File: config.mk
export PLATFORM = sky130hd
export DESIGN_NAME = mtf_cell
export DESIGN_NICKNAME = d
export VERILOG_FILES = /design/src/sv/mtf_pkg.sv /design/src/sv/mtf_cell.sv
export SDC_FILE = /design/constraint.sdc
export NUM_CORES = 1
export LEC_CHECK = 0
export BUFFER_PORTS_ARGS = -buffer_cell sky130_fd_sc_hd__buf_2
export CORE_MARGIN = 2
export CORE_UTILIZATION = 25
export DETAILED_ROUTE_END_ITERATION = 10
export GPL_TIMING_DRIVEN = 0
export PLACE_DENSITY_LB_ADDON = 0.08
export SYNTH_ARGS = -nofsm -noshare
export SYNTH_HDL_FRONTEND = slang
export SYNTH_SLANG_ARGS = --single-unit
File: constraint.sdc
create_clock -name clk -period 2.4 [get_ports clk]
set_input_delay 0.12 -clock clk [delete_from_list [all_inputs] [get_ports clk]]
set_output_delay 0.12 -clock clk [all_outputs]
set_load 0.02 [all_outputs]
File: src/sv/mtf_pkg.sv
// Shared types and constants for the move-to-front list.
`default_nettype none

package mtf_pkg;

	// Default sizing of the list
	localparam int DEPTH_DEF    = 128;
	localparam int ID_WIDTH_DEF = 16;

	// Fixed widths of the request and result fields
	localparam int FIELD_W = 16;
	localparam int MODE_W  = 2;

	// Request operation codes
	localparam logic [MODE_W-1:0] MODE_INSERT  = 2'd0;
	localparam logic [MODE_W-1:0] MODE_PROMOTE = 2'd1;
	localparam logic [MODE_W-1:0] MODE_REMOVE  = 2'd2;

	// Sequencer states
	typedef enum logic [1:0] {
		ST_IDLE,
		ST_SCAN,
		ST_APPLY
	} state_t;

	// Per-cell update operations
	typedef enum logic [1:0] {
		CELL_HOLD,
		CELL_PUSH,
		CELL_PROMOTE,
		CELL_PULL
	} cell_op_t;

	// Command broadcast from the sequencer to every cell
	typedef struct packed {
		logic     clear_pre;
		logic     scan;
		cell_op_t op;
	} cell_cmd_t;

endpackage

`default_nettype wire

File: src/sv/mtf_cell.sv
// One list slot: holds an id and a "match seen ahead of me" flag.
`default_nettype none

module mtf_cell #(
	parameter int ID_WIDTH = mtf_pkg::ID_WIDTH_DEF
) (
	input  wire logic                clk,
	input  wire logic                arst_n,
	input  wire mtf_pkg::cell_cmd_t  cmd,
	input  wire logic [ID_WIDTH-1:0] key,
	input  wire logic [ID_WIDTH-1:0] left_id,
	input  wire logic [ID_WIDTH-1:0] right_id,
	input  wire logic                left_pre,
	input  wire logic                left_match,
	input  wire logic                right_pre,
	output logic      [ID_WIDTH-1:0] id,
	output logic                     pre,
	output logic                     match
);
	import mtf_pkg::*;

	logic [ID_WIDTH-1:0] id_q;
	logic [ID_WIDTH-1:0] id_d;
	logic                pre_q;
	logic                pre_d;

	// Compare the held id against the request key
	assign match = (id_q == key);

	// Ripple the match-ahead flag one slot per scan cycle
	always_comb begin
		pre_d = pre_q;
		if (cmd.clear_pre) begin
			pre_d = 1'b0;
		end else if (cmd.scan) begin
			pre_d = left_pre | left_match;
		end
	end

	always_ff @(posedge clk or negedge arst_n) begin
		if (!arst_n) begin
			pre_q <= 1'b0;
		end else begin
			pre_q <= pre_d;
		end
	end

	// Select the next id: shift toward the back, toward the front, or hold
	always_comb begin
		case (cmd.op)
			CELL_HOLD:    id_d = id_q;
			CELL_PUSH:    id_d = left_id;
			CELL_PROMOTE: id_d = pre_q ? id_q : left_id;
			CELL_PULL:    id_d = right_pre ? right_id : id_q;
			default:      id_d = id_q;
		endcase
	end

	always_ff @(posedge clk) begin
		id_q <= id_d;
	end

	assign id  = id_q;
	assign pre = pre_q;

endmodule

`default_nettype wire
==> impl_metrics.py, run 1 <==
metrics = {
    "outcome": {
        "status": "finished, final reports clean",
    },
    "route": {
        "first_iteration_detailed_routing_drc_count": 3,
        "num_vias": 787,
        "wl_per_cell_um": 11.7,
        "detail_route.first_pass.iterations": 2,
        "drc_errors": 0,
        "total_wirelength_mm": 2.21,
        "ant_nets": 0,
        "routed_via_density": 4.19,
    },
    "sta": {
        "maximum_frequency_from_static_timing_analysis_ghz": 0.640,
        "setup_viol_count_final": 0,
        "tns_ns": 0,
        "rsz0062_at_grt": "false",
        "layout_worst_path_cycle_share": 0.651,
        "period_needed_ns": 1.56,
        "max-slew-margin-rel": 0.742,
        "hold_viol_final": 0,
        "skew_ns": 0.00245,
        "final.hold.worst_slack_ns": 0.0242,
        "postLayoutSetupSlackWorst_ns": 0.839,
        "number_of_slew_limit_violations_in_the_final_report": 0,
        "worstMarginPinSlew_ns": 0.387,
    },
    "final_layout": {
        "layout.cells.most_common_list": "74 x buf_2, 16 x xnor2_1, 16 x edfxtp_1, 9 x mux2_4, 7 x mux2_2",
        "drive_gt1_frac": 0.686,
        "num_antenna_cells": 0,
        "postLayoutCoreUtil": 0.392,
        "layout_commonest_cell": "buf_2",
        "finish.net_count": 198,
        "area_growth_syn_to_layout_pct": 51.2,
    },
    "setup_path": {
        "worstRegToRegCells": 2,
        "crit_path_cell_trace": "xnor2_1, nand4_1, nor4_1, buf_2",
        "worstSetupStartpoint": "id[0]$_DFFE_PP_",
        "timing.critical_path.fanout_max": 2,
        "worstSetupEndpointType": "primary output",
        "crit_path_max_delay_cell_type": "edfxtp_1",
        "setup.reg_to_reg.worst_slack_ns": 1.15,
        "worst_setup_path_endpoint": "match",
        "slowest_delay_ns": 0.40,
        "worstSetupStartpointType": "flip-flop",
        "r2r-end": "id[5]$_DFFE_PP_",
        "rr_startpoint": "pre$_DFFE_PN0P_",
        "crit_cells": 4,
        "critPathRequiredTime_ns": 2.28,
        "path_buf_inv": 1,
        "critical_path.top_delay_family": "flip-flops",
        "crit_path_category": "flip-flop to primary output",
        "worst_ep_arrival_time_ns": 1.44,
    },
    "power_and_ir_drop": {
        "power_switching_uw": 208,
        "power_report.internal_total_uw": 583,
        "seqPwrFrac": 0.475,
        "irDropWorstVdd_uv": 230,
        "power_density_nw_per_um2": 552,
        "clk_pwr_share": 0.275,
        "static-leakage-power_nw": 0.661,
        "share_comb_of_total_power": 0.250,
        "switching_share": 0.263,
    },
    "die": {
        "row_count": 22,
        "chipWidth_um": 65.6,
        "floorplan.die_area_um2": 4300,
        "dieHeight_um": 65.6,
        "start_util": 0.259,
        "io_pins": 75,
        "floorplan.core_area_um2": 3660,
    },
    "clock_tree": {
        "clkSinkCount": 17,
        "htreeDepth": 1,
        "clockRootBuffer": "clkbuf_8",
        "cts.reportedPaths.clkPinSlew_ns": 0.07,
        "cts-buffers-inserted": 3,
        "cts_repair_resize_count": 0,
        "clkLatencyLatePin_ns": 0.25,
        "tritoncts": "built",
        "clockBufferDepth": 2,
    },
    "logic_synthesis": {
        "yosys.area.top_type_share": 0.507,
        "synth_sequential_area_ratio": 0.533,
        "syn-num-nets": 118,
        "synth_area_leaders": "edfxtp_1 51%, xnor2_1 15%, mux2_4 14%",
        "synth_cells": 61,
        "synth.cell_area_um2": 948,
        "synth_largest_area_cell": "edfxtp_1",
        "postSynthRegisterBits": 17,
        "yosys_warnings": 0,
        "avgSynthCellArea_um2": 15.5,
        "synthDistinctLibCells": 13,
    },
    "global_route": {
        "grt_first_pass_wirelength_mm": 3.39,
        "antenna_found_initial": 0,
        "gr-usage-all-layers": 0.107,
        "maximum_number_of_pins_on_one_net_before_global_route_repair": 17,
        "number_of_global_route_vias_before_repair": 833,
        "gr-usage-met2": 0.188,
        "use_met1": 0.119,
        "grt_remaining_overflow": 0,
        "gr_met3_demand_resource": 0.0274,
        "grt.busiest_layer": "met2",
    },
    "place": {
        "place_congestion": 0.616,
        "io_port_bufs": 74,
        "place_worst_setup_slack_ns": 1.03,
        "dp.final_hpwl_mm": 1.79,
    },
    "job": {
        "cap_viol_max_count": 0,
    },
    "min_path": {
        "min_path_type": "input pin to flip-flop",
    },
}
[per-layer routing]
metal | share of wire | wire length (um) | up-vias
met1 | 0.40 | 888 | 359
met4 | 0.0091 | 20 | 0
li1 | - | - | 388
met2 | 0.50 | 1110 | 38
met3 | 0.087 | 193 | 2
met5 | 0 | 0 | -
[worst min path at each step]
stage,start,end,slack (ns),cells past startpoint
after CTS,cmd[3],pre$_DFFE_PN0P_,0.02,2
after global placement,arst_n,pre$_DFFE_PN0P_,-0.10,1
after detailed placement,arst_n,pre$_DFFE_PN0P_,-0.10,1
final,cmd[3],pre$_DFFE_PN0P_,0.02,2
after global routing,cmd[3],pre$_DFFE_PN0P_,0.03,2
after floorplan,arst_n,pre$_DFFE_PN0P_,-0.18,0
[power groups by stage]
stage	Clock [mW]	Combinational, mW	Sequential [mW]
after global routing	0.239	0.216	0.380
after floorplan	0	0.0807	0.416
after CTS	0.225	0.203	0.377
after global placement	0	0.198	0.382
after detailed placement	0	0.201	0.383
final	0.218	0.198	0.376
[cells in the mapped netlist]
cell / instances
edfxtp_1: 16
xnor2_1: 16
a211oi_1: 1
o22a_2: 1
nand2_4: 1
dfrtp_1: 1
mux2_4: 9
buf_8: 1
nor2_1: 2
mux2_2: 7
nor2b_1: 1
nor4_1: 1
nand4_1: 4
[state kept, by name, indices dropped and copies added, names as in the netlist]
register and count:
id 16, pre 1
[area by class of cell]
class,count,area [um^2]
clock buffers,4,45.0
well taps,48,60.1
fillers,369,2230
multi-input cells,43,428
plain buffers,1,15.0
repair buffers,75,380
flip-flops and latches,17,505
[metrics by stage]
step	std cells	area, um^2	power [mW]
finish	188	1430	0.792
global route	188	1430	0.835
CTS	188	1430	0.805
detailed placement	183	1380	0.584
global placement	183	1380	0.580
floorplan	61	948	0.497
[what timing repair did]
action,4_1_cts,5_1_grt
hold buffers,1,0
setup endpoints to repair,0,0
hold endpoints to repair,1,0
setup buffers,0,0
[logic make-up (layout without fill, tap and decap cells)]
family	Yosys count	in the layout	share of synthesized area
AOI/OAI and AO/OA	2	2	0.0185
xor gates and xnor gates	16	16	0.148
buffers and inverters	1	80	0.0158
DFF	17	17	0.533
muxes	16	16	0.226
and+or+nand+nor	9	9	0.0594
[worst reg2reg max path, cell delays in order, from the launching register on]
cell	delay, ns
dfrtp_1	0.40
nor2b_1	0.11
o22a_2	0.40
Note: power is estimated with default switching activity, not from simulation.
==> run 2: changes to the inputs <==
--- a/config.mk
+++ b/config.mk
@@ -5,6 +5,7 @@
 export SDC_FILE = /design/constraint.sdc
 export NUM_CORES = 1
 export LEC_CHECK = 0
+export ABC_AREA = 1
 export BUFFER_PORTS_ARGS = -buffer_cell sky130_fd_sc_hd__buf_2
 export CORE_MARGIN = 2
 export CORE_UTILIZATION = 25
==> constraint.sdc (replaced) <==
create_clock -name clk -period 1.35 [get_ports clk]
set_input_delay 0.0675 -clock clk [delete_from_list [all_inputs] [get_ports clk]]
set_output_delay 0.0675 -clock clk [all_outputs]
set_load 0.02 [all_outputs]
==> run 2 against run 1 <==
  * The flow now finishes with violations (negative setup slack)
  * Hold slack improved by 0.087 ns
  * First-iteration DRC count fell by 67%
  * Sequential power is 78% higher
  * Synthesized cell count grew 52%
  * Register-to-register slack worse by 1.0 ns
  * Non-clock buffer count increased by 1
  * Flip-flop and latch count unchanged
  * Global-route usage fell by 0.74 points
  * Setup slack worse by 0.87 ns
  * Critical endpoint unchanged
  * Largest cell class unchanged
==> impl_metrics.py, run 2 <==
metrics = {
    "setup_path": {
        "worst_ep_arrival_time_ns": 1.31,
        "slowest_delay_ns": 0.40,
        "worstSetupStartpointType": "flip-flop",
        "critical_path.top_delay_family": "flip-flops",
        "critPathRequiredTime_ns": 1.28,
        "timing.critical_path.fanout_max": 2,
        "setup.reg_to_reg.worst_slack_ns": 0.15,
        "crit_path_max_delay_cell_type": "edfxtp_1",
        "crit_path_category": "flip-flop to primary output",
        "cpMostUsedCell": "nand2_1",
        "path_buf_inv": 1,
        "crit_path_cell_trace": "xnor2_1, nand2_1, nor2_1, nand2_1, nor2_2, buf_6",
        "worstSetupEndpointType": "primary output",
    },
    "power_and_ir_drop": {
        "switching_share": 0.266,
        "power_report.internal_total_mw": 1.04,
        "irDropWorstVdd_uv": 344,
        "power_switching_uw": 378,
        "power_density_nw_per_um2": 920,
        "clk_pwr_share": 0.264,
        "p_total_mw": 1.42,
        "seqPwrFrac": 0.472,
        "static-leakage-power_nw": 0.785,
        "share_comb_of_total_power": 0.264,
    },
    "logic_synthesis": {
        "synth_cell_count_leaders": "25 x nand2_1, 16 x edfxtp_1, 12 x inv_1",
        "synthDistinctLibCells": 13,
        "synth_sequential_area_ratio": 0.493,
        "synth_largest_area_cell": "edfxtp_1",
        "synth-edff-count": 16,
        "syn-num-nets": 150,
        "synth_area_leaders": "edfxtp_1 47%, mux2_4 13%, xnor2_1 9.4%",
        "async_reset_ff_frac": 0.0588,
        "synth_cells": 93,
        "yosysMostFrequentCell": "nand2_1",
        "postSynthRegisterBits": 17,
        "yosys_warnings": 0,
        "avgSynthCellArea_um2": 11.0,
        "yosys.area.top_type_share": 0.468,
        "synth.cell_area_um2": 1030,
        "synth_top_flop_cell": "edfxtp_1",
    },
    "sta": {
        "worstMarginPinSlew_ns": 0.342,
        "setup_viol_count_final": 1,
        "max-slew-margin-rel": 0.771,
        "layout_worst_path_cycle_share": 1.02,
        "maximum_frequency_from_static_timing_analysis_ghz": 0.724,
        "period_needed_ns": 1.38,
        "tns_ns": -0.0306,
        "number_of_slew_limit_violations_in_the_final_report": 0,
        "rsz0062_at_grt": "true",
        "skew_ns": 0.000695,
        "postLayoutSetupSlackWorst_ns": -0.0306,
        "hold_viol_final": 0,
    },
    "route": {
        "total_wirelength_mm": 2.30,
        "drc_errors": 0,
        "num_vias": 896,
        "detail_route.first_pass.iterations": 2,
        "ant_nets": 0,
        "first_iteration_detailed_routing_drc_count": 1,
        "routed_via_density": 4.02,
        "wl_per_cell_um": 10.3,
    },
    "final_layout": {
        "register_area_um2": 505,
        "finish.net_count": 231,
        "postLayoutCoreUtil": 0.388,
        "layout_commonest_cell": "buf_2",
        "drive_gt1_frac": 0.572,
        "largest_register_ffs": 16,
        "num_antenna_cells": 0,
        "layout.cells.most_common_list": "73 x buf_2, 25 x nand2_1, 16 x edfxtp_1, 11 x inv_1, 10 x xnor2_1",
        "area_growth_syn_to_layout_pct": 50.4,
        "multi_input_comb_area_um2": 473,
        "nFillCells": 409,
    },
    "clock_tree": {
        "clockRootBuffer": "clkbuf_8",
        "clockBufferDepth": 2,
        "clkSinkCount": 17,
        "cts.reportedPaths.clkPinSlew_ns": 0.06,
        "tritoncts": "built",
        "cts-buffers-inserted": 3,
        "clkLatencyLatePin_ns": 0.24,
        "htreeDepth": 1,
        "post_cts_buffers": 0,
    },
    "die": {
        "start_util": 0.258,
        "chipWidth_um": 68.1,
        "floorplan.die_area_um2": 4630,
        "dieHeight_um": 68.1,
        "floorplan.core_area_um2": 3970,
        "io_pins": 75,
        "row_count": 23,
    },
    "place": {
        "place_congestion": 0.704,
        "io_port_bufs": 74,
        "dp.final_hpwl_mm": 1.93,
    },
    "min_path": {
        "min_path_type": "input pin to async pin",
    },
    "outcome": {
        "status": "finished, violations left",
        "violated_checks": "negative setup slack",
    },
    "global_route": {
        "number_of_global_route_vias_before_repair": 873,
        "grt_remaining_overflow": 0,
        "grt_first_pass_wirelength_mm": 3.42,
        "antenna_found_initial": 0,
        "gr-usage-all-layers": 0.0996,
        "maximum_number_of_pins_on_one_net_before_global_route_repair": 17,
    },
    "job": {
        "cap_viol_max_count": 0,
    },
}
[run 2: final cells by class]
class	instances	area share
sequential	17	0.328
timing repair buffer	76	0.257
tap	50	0.0406
buffer	1	0.00973
inverter	12	0.0292
clock buffer	4	0.0292
multi-input combinational	63	0.307
[run 2: logic make-up after synthesis]
| kind of cell | synth area share |
|---|---|
| AOI/OAI and AO/OA | 0.00610 |
| DFF | 0.493 |
| muxes | 0.209 |
| xor gates and xnor gates | 0.0939 |
| and+or+nand+nor | 0.140 |
| buffers and inverters | 0.0585 |
[run 2: per-layer routing]
metal | vias up | part of all wire | track usage | wire length, um
met5 | - | 0 | 0 | 0
met4 | 0 | 0.011 | 0.0450 | 25
met3 | 4 | 0.088 | 0.0164 | 202
met2 | 43 | 0.52 | 0.197 | 1200
met1 | 385 | 0.38 | 0.100 | 869
li1 | 464 | - | - | -
[run 2: power by group through the flow]
stage	clock network [mW]	logic, mW	registers, mW
finish	0.375	0.375	0.670
global route	0.411	0.415	0.676
global placement	0	0.362	0.680
detailed placement	0	0.371	0.681
floorplan	0	0.157	0.740
CTS	0.393	0.376	0.670
[run 2: worst paths after layout]
kind | from | endpoint | depth (start not counted)
max in group asynchronous | arst_n | pre$_DFFE_PN0P_ | 2
min reg2reg | pre$_DFFE_PN0P_ | pre$_DFFE_PN0P_ | 2
max reg2reg | pre$_DFFE_PN0P_ | id[1]$_DFFE_PP_ | 3
min in group clk | cmd[2] | pre$_DFFE_PN0P_ | 3
min | arst_n | pre$_DFFE_PN0P_ | 2
max | id[15]$_DFFE_PP_ | match | 6
[run 2: through the flow]
| stage | hold WS (ns) | setup WS [ns] | std cells | area [um^2] |
|---|---|---|---|---|
| 2_1_floorplan | -0.228 | 0.0228 | 93 | 1030 |
| 3_3_place_gp | -0.157 | -0.111 | 217 | 1460 |
| 3_5_place_dp | -0.155 | -0.137 | 217 | 1460 |
| 4_1_cts | 0.105 | -0.0748 | 223 | 1530 |
| 5_1_grt | 0.105 | -0.188 | 223 | 1540 |
| 6_report | 0.112 | -0.0306 | 223 | 1540 |
[run 2: what timing repair did]
action | 4_1_cts | 5_1_grt
resized for setup | 2 | 4
endpoints found under the hold margin | 2 | 0
pin swaps | 0 | 2
hold buffers | 2 | 0
setup endpoints to repair | 17 | 1
==> run 3: changes to the inputs <==
--- a/config.mk
+++ b/config.mk
@@ -5,8 +5,9 @@
 export SDC_FILE = /design/constraint.sdc
 export NUM_CORES = 1
 export LEC_CHECK = 0
-export ABC_AREA = 1
+export ABC_AREA = 0
 export BUFFER_PORTS_ARGS = -buffer_cell sky130_fd_sc_hd__buf_2
+export CORE_ASPECT_RATIO = 0.75
 export CORE_MARGIN = 2
 export CORE_UTILIZATION = 25
 export DETAILED_ROUTE_END_ITERATION = 10
==> run 3 against run 2 <==
  * The flow still finishes with violations (negative setup slack)
  * Cell count down 13%
  * Core utilization up 2.3 points
  * First-iteration DRC count grew to 20 times the previous value
  * Non-clock buffer count increased by 2
  * Routed wire length is 1.4% lower
  * Critical path depth shrank 2
  * Maximum frequency down 12%
  * Clock-buffer cell count stayed put
  * Register-to-register slack worse by 0.08 ns
  * Via count down 11%
  * Total power is 0.26% lower
  * Clock skew increased by 0.0064 ns
==> impl_metrics.py, run 3 (synthesis results as in run 1) <==
metrics = {
    "route": {
        "detail_route.first_pass.iterations": 2,
        "num_vias": 793,
        "drc_errors": 0,
        "first_iteration_detailed_routing_drc_count": 20,
        "routed_via_density": 4.07,
        "wl_per_cell_um": 11.6,
        "total_wirelength_mm": 2.27,
        "ant_nets": 0,
    },
    "sta": {
        "postLayoutSetupSlackWorst_ns": -0.210,
        "setup_viol_count_final": 1,
        "skew_ns": 0.00708,
        "maximum_frequency_from_static_timing_analysis_ghz": 0.641,
        "rsz0062_at_grt": "true",
        "hold_viol_final": 0,
        "layout_worst_path_cycle_share": 1.16,
        "max-slew-margin-rel": 0.735,
        "final.hold.worst_slack_ns": 0.108,
        "period_needed_ns": 1.56,
        "worstMarginPinSlew_ns": 0.397,
        "number_of_slew_limit_violations_in_the_final_report": 0,
    },
    "setup_path": {
        "crit_path_cell_trace": "xnor2_1, nand4_1, nor4_4, buf_4",
        "rr_startpoint": "pre$_DFFE_PN0P_",
        "slowest_delay_ns": 0.41,
        "worst_ep_arrival_time_ns": 1.49,
        "crit_path_category": "flip-flop to primary output",
        "crit_path_max_delay_cell_type": "edfxtp_1",
        "worstRegToRegCells": 2,
        "timing.critical_path.fanout_max": 2,
        "worstSetupEndpointType": "primary output",
        "setup.reg_to_reg.worst_slack_ns": 0.07,
        "worstSetupStartpointType": "flip-flop",
        "r2r-end": "id[1]$_DFFE_PP_",
        "critPathRequiredTime_ns": 1.28,
    },
    "final_layout": {
        "finish.net_count": 201,
        "num_antenna_cells": 0,
        "layout.cells.non_filler": 195,
        "final_area_um2": 1500,
        "layout_commonest_cell": "buf_2",
        "largest_register_ffs": 16,
        "postLayoutCoreUtil": 0.411,
        "area_growth_syn_to_layout_pct": 57.8,
        "nFillCells": 373,
        "drive_gt1_frac": 0.699,
        "layout.cells.most_common_list": "73 x buf_2, 16 x edfxtp_1, 15 x xnor2_1, 9 x mux2_4, 7 x mux2_2",
    },
    "die": {
        "floorplan.die_area_um2": 4310,
        "start_util": 0.261,
        "floorplan.core_area_um2": 3640,
        "dieHeight_um": 57.3,
        "chipWidth_um": 75.1,
        "io_pins": 75,
        "row_count": 19,
    },
    "place": {
        "dpl.cell_count": 187,
        "place_congestion": 0.660,
        "dpl-instance-area_um2": 1400,
        "io_port_bufs": 74,
    },
    "power_and_ir_drop": {
        "p_total_mw": 1.42,
        "share_comb_of_total_power": 0.262,
        "irDropWorstVdd_uv": 546,
        "switching_share": 0.260,
        "clk_pwr_share": 0.264,
        "power_density_nw_per_um2": 946,
        "power_report.internal_total_mw": 1.05,
        "static-leakage-power_nw": 0.695,
        "power_switching_uw": 368,
        "seqPwrFrac": 0.474,
    },
    "global_route": {
        "antenna_found_initial": 0,
        "maximum_number_of_pins_on_one_net_before_global_route_repair": 17,
        "gr-usage-all-layers": 0.108,
        "grt_first_pass_wirelength_mm": 3.40,
        "grt_remaining_overflow": 0,
        "number_of_global_route_vias_before_repair": 823,
    },
    "min_path": {
        "min_path_type": "input pin to async pin",
    },
    "job": {
        "cap_viol_max_count": 0,
    },
    "clock_tree": {
        "cts-buffers-inserted": 3,
        "clkLatencyLatePin_ns": 0.25,
        "htreeDepth": 1,
        "clockBufferDepth": 2,
        "tritoncts": "built",
        "cts.reportedPaths.clkPinSlew_ns": 0.07,
        "clkSinkCount": 17,
        "clockRootBuffer": "clkbuf_8",
    },
    "outcome": {
        "status": "finished, violations left",
        "violated_checks": "negative setup slack",
    },
}
-- run 3: cell count changes in the layout (fill, tap and decap cells not counted), sizes merged, moves of 4 or more --
cell   change
xnor2      +5
inv       -12
nand4      +4
nand2     -25
nor2       -5
-- run 3: area by class of cell --
type,instances,area (um^2),area share
flip-flops and latches,17,505,0.338
multi-input cells,43,455,0.304
repair buffers,78,410,0.274
well taps,52,65.1,0.0435
clock buffers,4,45.0,0.0301
plain buffers,1,15.0,0.0100
-- run 3: metrics by stage --
stage               setup TNS, ns  setup slack, ns
floorplan                       0           0.0531
global placement                0           0.0416
detailed placement              0           0.0449
CTS                        -0.198           -0.198
global route               -0.298           -0.298
finish                     -0.210           -0.210
-- run 3: worst max path at each step --
stage	start	end	slack, ns	cells past startpoint
after floorplan	id[5]$_DFFE_PP_	match	0.05	3
after global placement	cmd[0]	id[1]$_DFFE_PP_	0.04	4
after detailed placement	cmd[0]	id[1]$_DFFE_PP_	0.04	4
after CTS	id[13]$_DFFE_PP_	match	-0.20	4
after global routing	id[10]$_DFFE_PP_	match	-0.30	4
final	id[5]$_DFFE_PP_	match	-0.21	4
-- run 3: per-layer routing --
metal  up-vias  track usage  part of all wire
met5         -            0                 0
met1       359        0.131              0.41
met2        40        0.182              0.48
met4         0       0.0153            0.0057
li1        392            -                 -
met3         2       0.0495              0.11
-- run 3: critical path, delay by kind of cell, from the launching register on --
| family | cells | cell delay, ns |
|---|---|---|
| AND/OR/NAND/NOR | 2 | 0.48 |
| XOR/XNOR | 1 | 0.17 |
| flip-flops | 1 | 0.41 |
| buffers and inverters | 1 | 0.18 |
-- run 3: what timing repair did --
item	CTS	global route
setup buffers	1	0
setup endpoints to repair	1	2
endpoints found under the hold margin	2	0
hold buffers	3	0
resized for setup	1	2
pin swaps	4	4
-- run 3: power by group through the flow --
stage	clock network [mW]	logic [mW]	registers (mW)
floorplan	0	0.148	0.739
global placement	0	0.357	0.679
detailed placement	0	0.360	0.682
global route	0.421	0.401	0.678
finish	0.374	0.371	0.671
CTS	0.391	0.373	0.671
